## config.mk

```make
export PLATFORM = sky130hd
export DESIGN_NAME = scope_trace_decimate_scale
export DESIGN_NICKNAME = d
export VERILOG_FILES = /design/src/hdl/stds_pkg.sv /design/src/hdl/stds_row_unit.sv /design/src/hdl/scope_trace_decimate_scale.sv
export SDC_FILE = /design/constraint.sdc
export NUM_CORES = 2
export LEC_CHECK = 0
export BUFFER_PORTS_ARGS = -buffer_cell sky130_fd_sc_hd__buf_2
export CAP_MARGIN = 20
export CORE_MARGIN = 2
export CORE_UTILIZATION = 36
export DETAILED_ROUTE_END_ITERATION = 8
export PLACE_DENSITY = 0.59
export SLEW_MARGIN = 30
export SYNTH_ARGS = -nofsm -noshare
export SYNTH_HDL_FRONTEND = slang
export SYNTH_SLANG_ARGS = --single-unit
```

## constraint.sdc

```tcl
create_clock -name clk_i -period 8.3 [get_ports clk_i]
set_input_delay 1.245 -clock clk_i [delete_from_list [all_inputs] [get_ports clk_i]]
set_output_delay 1.245 -clock clk_i [all_outputs]
set_load 0.02 [all_outputs]
```

## src/hdl/stds_pkg.sv

```systemverilog
// Shared types and constants for the scope trace decimate and scale block.
package stds_pkg;

  localparam int unsigned VOLT_W          = 16;
  localparam int unsigned HEIGHT_W        = 12;
  localparam int unsigned NSAMP_W         = 16;
  localparam int unsigned NDOTS_W         = 13;
  localparam int unsigned ROW_W           = 16;
  localparam int unsigned DOT_IDX_W       = 12;
  localparam int unsigned CFG_IDX_W       = 3;
  localparam int unsigned CFG_DATA_W      = 16;
  localparam int unsigned ACC_W           = 30;
  localparam int unsigned PER_ITEM_W      = 7;
  localparam int unsigned MAX_PER_ITEM    = 64;
  localparam int unsigned QUOT_W          = 16;
  localparam int unsigned DEN_W           = 17;

  localparam int unsigned MAX_DOTS_DEF    = 4096;
  localparam int unsigned SAMPLE_BITS_DEF = 16;

  localparam logic signed [VOLT_W-1:0]   VOLT_MIN_RST   = 16'sh8000;
  localparam logic signed [VOLT_W-1:0]   VOLT_MAX_RST   = 16'sh7FFF;
  localparam logic        [HEIGHT_W-1:0] HEIGHT_RST     = 12'd480;
  localparam logic        [NSAMP_W-1:0]  NUM_SAMPLES_RST = 16'd1024;
  localparam logic        [NDOTS_W-1:0]  NUM_DOTS_RST   = 13'd1024;

  localparam logic signed [ROW_W-1:0] ROW_SAT_HI = 16'sh7FFF;
  localparam logic signed [ROW_W-1:0] ROW_SAT_LO = 16'sh8000;

  typedef enum logic [CFG_IDX_W-1:0] {
    CFG_VOLT_MIN      = 3'd0,
    CFG_VOLT_MAX      = 3'd1,
    CFG_SCREEN_HEIGHT = 3'd2,
    CFG_NUM_SAMPLES   = 3'd3,
    CFG_NUM_DOTS      = 3'd4
  } cfg_idx_e;

  typedef struct packed {
    logic signed [VOLT_W-1:0] volt_min;
    logic signed [VOLT_W-1:0] volt_max;
    logic [HEIGHT_W-1:0]      screen_height;
  } row_cfg_t;

endpackage

```

## src/hdl/stds_row_unit.sv

```systemverilog
// Iterative row scaler: one multiply, then a shared restoring divider with floor and saturation.
module stds_row_unit #(
  parameter int unsigned SAMPLE_BITS = stds_pkg::SAMPLE_BITS_DEF
) (
  input  logic                             clk_i,
  input  logic                             rst_ni,
  input  logic                             start_i,
  input  logic signed [SAMPLE_BITS-1:0]    sample_i,
  input  stds_pkg::row_cfg_t               cfg_i,
  output logic                             done_o,
  output logic signed [stds_pkg::ROW_W-1:0] row_o
);
  import stds_pkg::*;

  localparam int unsigned DIFF_W = ((SAMPLE_BITS > VOLT_W) ? SAMPLE_BITS : VOLT_W) + 1;
  localparam int unsigned NUM_W  = DIFF_W + HEIGHT_W + 1;
  localparam int unsigned CMP_W  = (NUM_W > DEN_W + QUOT_W) ? NUM_W : DEN_W + QUOT_W;
  localparam int unsigned CNT_W  = $clog2(QUOT_W);

  typedef enum logic [4:0] {
    RU_IDLE = 5'b00001,
    RU_MUL  = 5'b00010,
    RU_PREP = 5'b00100,
    RU_DIV  = 5'b01000,
    RU_FIX  = 5'b10000
  } ru_state_e;

  ru_state_e                  state_q, state_d;
  logic signed [SAMPLE_BITS-1:0] sample_q;
  logic signed [NUM_W-1:0]    num_q;
  logic signed [DEN_W-1:0]    den_q;
  logic [DEN_W-1:0]           dmag_q;
  logic [DEN_W-1:0]           rem_q;
  logic [QUOT_W-1:0]          low_q;
  logic [QUOT_W-1:0]          quot_q;
  logic [CNT_W-1:0]           cnt_q;
  logic                       neg_q;
  logic                       done_q;
  logic signed [ROW_W-1:0]    row_q;

  logic [NUM_W-1:0]           num_mag;
  logic [DEN_W-1:0]           den_mag;
  logic                       ovf;
  logic                       neg;
  logic [DEN_W:0]             trial;
  logic                       fits;
  logic [QUOT_W:0]            neg_mag;
  logic signed [DIFF_W-1:0]   diff;

  assign diff    = DIFF_W'(cfg_i.volt_max) - DIFF_W'(sample_q);
  assign num_mag = num_q[NUM_W-1] ? NUM_W'(-num_q) : NUM_W'(num_q);
  assign den_mag = den_q[DEN_W-1] ? DEN_W'(-den_q) : DEN_W'(den_q);
  assign ovf     = CMP_W'(num_mag) >= CMP_W'({den_mag, {QUOT_W{1'b0}}});
  assign neg     = num_q[NUM_W-1] ^ den_q[DEN_W-1];
  assign trial   = {rem_q, low_q[QUOT_W-1]};
  assign fits    = trial >= {1'b0, dmag_q};
  assign neg_mag = {1'b0, quot_q} + {{QUOT_W{1'b0}}, (rem_q != '0)};

  always_comb begin
    state_d = state_q;
    case (state_q)
      RU_IDLE: if (start_i) state_d = RU_MUL;
      RU_MUL:  state_d = RU_PREP;
      RU_PREP: begin
        if (den_q == '0 || ovf) begin
          state_d = RU_IDLE;
        end else begin
          state_d = RU_DIV;
        end
      end
      RU_DIV:  if (cnt_q == CNT_W'(QUOT_W - 1)) state_d = RU_FIX;
      RU_FIX:  state_d = RU_IDLE;
      default: state_d = RU_IDLE;
    endcase
  end

  always_ff @(posedge clk_i or negedge rst_ni) begin
    if (!rst_ni) begin
      state_q <= RU_IDLE;
      done_q  <= 1'b0;
    end else begin
      state_q <= state_d;
      done_q  <= (state_q == RU_FIX) ||
                 ((state_q == RU_PREP) && (den_q == '0 || ovf));
    end
  end

  always_ff @(posedge clk_i) begin
    case (state_q)
      RU_IDLE: begin
        if (start_i) sample_q <= sample_i;
      end
      RU_MUL: begin
        num_q <= NUM_W'($signed({1'b0, cfg_i.screen_height})) * NUM_W'(diff);
        den_q <= DEN_W'(cfg_i.volt_max) - DEN_W'(cfg_i.volt_min);
      end
      RU_PREP: begin
        dmag_q <= den_mag;
        rem_q  <= DEN_W'(num_mag >> QUOT_W);
        low_q  <= num_mag[QUOT_W-1:0];
        quot_q <= '0;
        cnt_q  <= '0;
        neg_q  <= neg;
        if (den_q == '0) begin
          row_q <= '0;
        end else if (ovf) begin
          row_q <= neg ? ROW_SAT_LO : ROW_SAT_HI;
        end
      end
      RU_DIV: begin
        rem_q  <= fits ? DEN_W'(trial - {1'b0, dmag_q}) : DEN_W'(trial);
        low_q  <= {low_q[QUOT_W-2:0], 1'b0};
        quot_q <= {quot_q[QUOT_W-2:0], fits};
        cnt_q  <= cnt_q + CNT_W'(1);
      end
      RU_FIX: begin
        if (neg_q) begin
          if (neg_mag > (QUOT_W+1)'(32768)) begin
            row_q <= ROW_SAT_LO;
          end else begin
            row_q <= ROW_W'((QUOT_W+1)'(0) - neg_mag);
          end
        end else if (quot_q > QUOT_W'(32767)) begin
          row_q <= ROW_SAT_HI;
        end else begin
          row_q <= $signed(quot_q);
        end
      end
      default: ;
    endcase
  end

  assign done_o = done_q;
  assign row_o  = row_q;

endmodule

```

## src/hdl/scope_trace_decimate_scale.sv

```systemverilog
// Top level of the scope trace decimator with linear display scaling.
//
// Samples of one channel arrive on the slave stream: tdata carries the signed
// sample and tuser the frame-start flag, which restarts the trace at that item.
// Each accepted item that falls inside the trace is scaled to a screen row by
// the row unit: one multiply, a sign and range check, then a 16-step restoring
// division, skipped for a zero span or a saturated row. The item then yields
// zero to 64 dots, one per cycle while the receiver keeps taking them; tlast
// marks the final dot of the trace. An item past the trace or after its final
// dot is taken and gives no dots. The slave side is ready only between items,
// so a new item is not taken before the current one is through.
// A dot sits in the output register until taken, so a stalled receiver holds
// up the dot loop but not the acceptance of the next item once the current
// one is finished.
// Configuration writes are always accepted and should be made between items.
// Reset loads the default scaling registers and clears the trace counters.
module scope_trace_decimate_scale #(
  parameter int unsigned MAX_DOTS    = stds_pkg::MAX_DOTS_DEF,
  parameter int unsigned SAMPLE_BITS = stds_pkg::SAMPLE_BITS_DEF,
  parameter int unsigned S_TDATA_W   = ((SAMPLE_BITS + 7) / 8) * 8
) (
  input  logic                                clk_i,
  input  logic                                rst_ni,
  input  logic                                s_axis_tvalid,
  output logic                                s_axis_tready,
  input  logic [S_TDATA_W-1:0]                s_axis_tdata,  // sample
  input  logic [0:0]                          s_axis_tuser,  // frame_start
  output logic                                m_axis_tvalid,
  input  logic                                m_axis_tready,
  output logic [31:0]                         m_axis_tdata,  // pixel_row, dot_index
  output logic                                m_axis_tlast,
  input  logic                                cfg_valid_i,
  output logic                                cfg_ready_o,
  input  logic [stds_pkg::CFG_IDX_W-1:0]      cfg_index_i,
  input  logic [stds_pkg::CFG_DATA_W-1:0]     cfg_data_i
);
  import stds_pkg::*;

  localparam logic [NDOTS_W-1:0] DOT_CAP =
    NDOTS_W'((MAX_DOTS > 8191) ? 8191 : MAX_DOTS);

  typedef enum logic [2:0] {
    ST_IDLE = 3'b001,
    ST_ROW  = 3'b010,
    ST_EMIT = 3'b100
  } state_e;

  state_e                 state_q, state_d;
  row_cfg_t               row_cfg_q;
  logic [NSAMP_W-1:0]     num_samples_q;
  logic [NDOTS_W-1:0]     num_dots_q;
  logic [NSAMP_W-1:0]     sample_count_q;
  logic [NDOTS_W-1:0]     dot_count_q;
  logic [ACC_W-1:0]       acc_q;
  logic [ACC_W-1:0]       limit_q;
  logic                   trace_done_q;
  logic [PER_ITEM_W-1:0]  n_q;
  logic                   m_valid_q;
  logic signed [ROW_W-1:0] m_row_q;
  logic [DOT_IDX_W-1:0]   m_idx_q;
  logic                   m_last_q;

  logic                   in_acc;
  logic                   fs;
  logic                   skip;
  logic                   row_start;
  logic                   row_done;
  logic signed [ROW_W-1:0] row;
  logic [NDOTS_W-1:0]     ndots;
  logic                   more;
  logic                   out_free;
  logic                   load;
  logic                   is_last;

  assign ndots     = (num_dots_q > DOT_CAP) ? DOT_CAP : num_dots_q;
  assign in_acc    = s_axis_tvalid && s_axis_tready;
  assign fs        = s_axis_tuser[0];
  assign skip      = fs ? (num_samples_q == '0)
                        : (trace_done_q || sample_count_q >= num_samples_q);
  assign row_start = in_acc && !skip;
  assign more      = (n_q < PER_ITEM_W'(MAX_PER_ITEM)) && (dot_count_q < ndots) &&
                     (acc_q < limit_q);
  assign out_free  = !m_valid_q || m_axis_tready;
  assign load      = (state_q == ST_EMIT) && more && out_free;
  assign is_last   = (dot_count_q + NDOTS_W'(1)) == ndots;

  stds_row_unit #(
    .SAMPLE_BITS(SAMPLE_BITS)
  ) u_row (
    .clk_i    (clk_i),
    .rst_ni   (rst_ni),
    .start_i  (row_start),
    .sample_i (s_axis_tdata[SAMPLE_BITS-1:0]),
    .cfg_i    (row_cfg_q),
    .done_o   (row_done),
    .row_o    (row)
  );

  always_comb begin
    state_d = state_q;
    case (state_q)
      ST_IDLE: if (row_start) state_d = ST_ROW;
      ST_ROW:  if (row_done) state_d = ST_EMIT;
      ST_EMIT: if (!more) state_d = ST_IDLE;
      default: state_d = ST_IDLE;
    endcase
  end

  always_ff @(posedge clk_i or negedge rst_ni) begin
    if (!rst_ni) begin
      state_q        <= ST_IDLE;
      row_cfg_q      <= '{volt_min: VOLT_MIN_RST, volt_max: VOLT_MAX_RST,
                          screen_height: HEIGHT_RST};
      num_samples_q  <= NUM_SAMPLES_RST;
      num_dots_q     <= NUM_DOTS_RST;
      sample_count_q <= '0;
      dot_count_q    <= '0;
      acc_q          <= '0;
      limit_q        <= '0;
      trace_done_q   <= 1'b0;
      n_q            <= '0;
      m_valid_q      <= 1'b0;
    end else begin
      state_q <= state_d;
      if (cfg_valid_i) begin
        case (cfg_idx_e'(cfg_index_i))
          CFG_VOLT_MIN:      row_cfg_q.volt_min      <= $signed(cfg_data_i);
          CFG_VOLT_MAX:      row_cfg_q.volt_max      <= $signed(cfg_data_i);
          CFG_SCREEN_HEIGHT: row_cfg_q.screen_height <= cfg_data_i[HEIGHT_W-1:0];
          CFG_NUM_SAMPLES:   num_samples_q           <= cfg_data_i;
          CFG_NUM_DOTS:      num_dots_q              <= cfg_data_i[NDOTS_W-1:0];
          default: ;
        endcase
      end
      if (in_acc && fs) begin
        sample_count_q <= '0;
        dot_count_q    <= '0;
        acc_q          <= '0;
        trace_done_q   <= 1'b0;
      end
      if (row_start) begin
        n_q <= '0;
      end
      if (state_q == ST_ROW) begin
        limit_q <= ACC_W'({1'b0, sample_count_q} + (NSAMP_W+1)'(1)) * ACC_W'(ndots);
      end
      if (load) begin
        dot_count_q <= dot_count_q + NDOTS_W'(1);
        acc_q       <= acc_q + ACC_W'(num_samples_q);
        n_q         <= n_q + PER_ITEM_W'(1);
        if (is_last) trace_done_q <= 1'b1;
      end
      if ((state_q == ST_EMIT) && !more) begin
        sample_count_q <= sample_count_q + NSAMP_W'(1);
      end
      if (load) begin
        m_valid_q <= 1'b1;
      end else if (m_axis_tready) begin
        m_valid_q <= 1'b0;
      end
    end
  end

  always_ff @(posedge clk_i) begin
    if (load) begin
      m_row_q  <= row;
      m_idx_q  <= dot_count_q[DOT_IDX_W-1:0];
      m_last_q <= is_last;
    end
  end

  assign s_axis_tready = (state_q == ST_IDLE);
  assign cfg_ready_o   = 1'b1;
  assign m_axis_tvalid = m_valid_q;
  assign m_axis_tdata  = {4'b0, m_idx_q, m_row_q};
  assign m_axis_tlast  = m_last_q;

endmodule

```

==> metrics <==
later-pin clock latency in the skew report=0.63 ns; # setup viols final=0; Max Cap Viol=0; vias in the first global route=about 27k; Num Clock Sinks=359; via count of the routed design=26.91k; crit-path max cell delay=0.52 ns; GRT Residual Overflow=0; CP Data Required Time=between 8 and 9 ns; Post-synth ARST share=50.14%; Setup Skew=0.05237 ns; crit path DAT=8.32 ns; Tmin final=7.754 ns; DRC=0; Die Width=321.3 um; synth warn=0; WP buf/inv=3; die area=about 100000 um^2; most frequent cells after synthesis=inv_1 (588), nand2_1 (426), fa_1 (355); # H-tree levels=2; Yosys reg bits=359; mapped cell area=36230 um^2; Fmax achieved=~130 MHz; Vias/cell=~5.1; most frequent cell after synthesis=inv_1; I/O pin count=between 70 and 80; Hold Buf Count CTS=0; Port Buffers=a little over 70; share of Yosys cell area claimed by the top area cell type=19.61%; Avg Synthesized Cell Area=9.360 um^2; share of layout cells above drive strength 1=9.012%; gpl congestion=0.8836; post-route insts no fill=approximately 5.2k; leading area contributor after synthesis=fa_1; first-pass GRT wire length=between 150000 and 200000 um; Final period util=between 90% and 100%; Max Transition Viols Final=0; Worst-path clk slew=roughly 0.08 ns; initial antenna violation count=3; standard-cell rows=116; final setup TNS=0 ns; First-pass DRT Iterations=5; Overall Global Routing Usage=18.41%; DR iter-0 viols=1882; Worst-Margin Slew=0.9382 ns; initial core utilization=roughly 36%; Final Hold Fails=0; run status=finished clean; HP Class=reg -> reg; Synth Flop Type=edfxtp_1; drt wl/cell=17.79 um; Core Util, Final=roughly two fifths; Slew Limit Headroom=37.01%; number of buffers created by CTS=45; routed wire length=roughly 93000 um; CP Launch Type=flop; unrepaired setup endpoints after global routing=no; # placed instances=5154; FF-to-FF setup slack=0.55 ns; Chip Height=~320 um; antenna-violating nets left=0; number of synthesized flops with an enable pin=about 180; Max FO, Critical Path=8; most frequent CP cell=fa_1; Max Root-Sink Buffers=3; CTS Root Cell=clkbuf_16; cells after synthesis=between 3k and 4k; Seq/Total Area, Yosys=27.35%; Crit path max-delay family=adder cells; Area Growth Syn to Fin=9.866%; Area contributors post-synth=fa_1 (20%), edfxtp_1 (15%), dfrtp_1 (11%); CTS tree=built; Synth cell types=86; hpwl dp=73440 um; core outline area=about 100000 um^2; NumNets Final=4590; CP Class=reg -> reg; critical path endpoint category=flop; Slowest-stage cell, CP=fa_1; largest net degree at the start of global routing=between 80 and 90
[registers in the layout, indices dropped and copies added (netlist names), 3 cells and up]
signal and cells:
acc_q 30, dot_count_q 13, limit_q 30, m_idx_q 12, m_row_q 16, n_q 7, num_dots_q 13, num_samples_q 16
row_cfg_q 44, sample_count_q 16, state_q 3, u_row.cnt_q 4, u_row.den_q 17, u_row.dmag_q 17, u_row.low_q 16, u_row.num_q 30
u_row.quot_q 16, u_row.rem_q 17, u_row.row_o 16, u_row.sample_q 16, u_row.state_q 5
[per-stage QoR]
step / cell area [um^2] / setup WS (ns) / hold WS, ns
floorplan: 36240 / 0.9622 / 0.4003
detailed placement: 38180 / 0.2258 / 0.4045
CTS: 39770 / 0.1415 / 0.4170
finish: 39810 / 0.5459 / 0.4151
global route: 39810 / 0.08093 / 0.4223
global placement: 38180 / 0.3083 / 0.4040
[timing repair]
action | CTS | global route
endpoints found under the hold margin | 0 | 0
buffers inserted | 0 | 0
resized for setup | 0 | 6
setup endpoints to repair | 0 | 11
[worst paths after layout]
check | endpoint | cells after the start | start
max in group asynchronous | num_samples_q[6] | 2 | rst_ni
min | m_row_q[15] | 0 | u_row.row_o[15]
min reg2reg | m_row_q[15] | 0 | u_row.row_o[15]
max reg2reg | limit_q[29] | 25 | sample_count_q[2]
min in group asynchronous | limit_q[28] | 1 | rst_ni
max | limit_q[29] | 25 | sample_count_q[2]
[routing by layer]
| layer | global-route usage [%] | vias to the layer above | part of all wire, % |
|---|---|---|---|
| li1 | - | 13010 | - |
| met1 | 26.16 | 13080 | 47 |
| met3 | 2.701 | 139 | 5.9 |
| met5 | 0 | - | 0.013 |
| met4 | 6.189 | 2 | 3.2 |
| met2 | 28.69 | 682 | 44 |
[layout by cell type (no fill, tap or decap), types with 21 or more instances in the layout]
master     count
nor3_1        43
mux2_2        67
nand4_1       22
o21ai_0      170
nand2_1      425
nand2b_1      31
inv_1        588
ha_1         291
nor2b_1       58
a31oi_1       25
nor2_1       204
o21a_1        30
dfstp_2       24
buf_2         70
a21o_1        59
clkbuf_16     45
and2_1        99
edfxtp_1     179
nor3b_1       25
dfrtp_1      156
mux2i_1       37
nor4_1        22
xor2_1        62
nand3_1      104
a21oi_1      149
xnor2_1      123
buf_4         68
or3_1         26
fa_1         355
o21bai_1      21
and3_1        41
[layout make-up]
cell class	count	area, um^2
inverters	595	2235
multi-input cells	2762	23560
well taps	1298	1624
clock inverters	32	405.4
clock buffers	51	1179
repair buffers	140	894.6
diodes	1	2.502
flip-flops and latches	359	9910
fillers	9839	60190
[cell families after synthesis]
logic type      count (synthesis)  share of synthesized area, %
flops                         359                         27.35
simple gates                 1173                         15.85
other cells                     2                       0.02073
buf+inv                       753                         7.877
fa+ha+maj                     647                         29.69
mux                           104                         3.104
compound gates                646                         11.59
xor+xnor                      187                         4.520
Power is left out: the tool's default activity adds up to more than one toggle a clock period on the data nets, which glitch-free logic cannot reach.
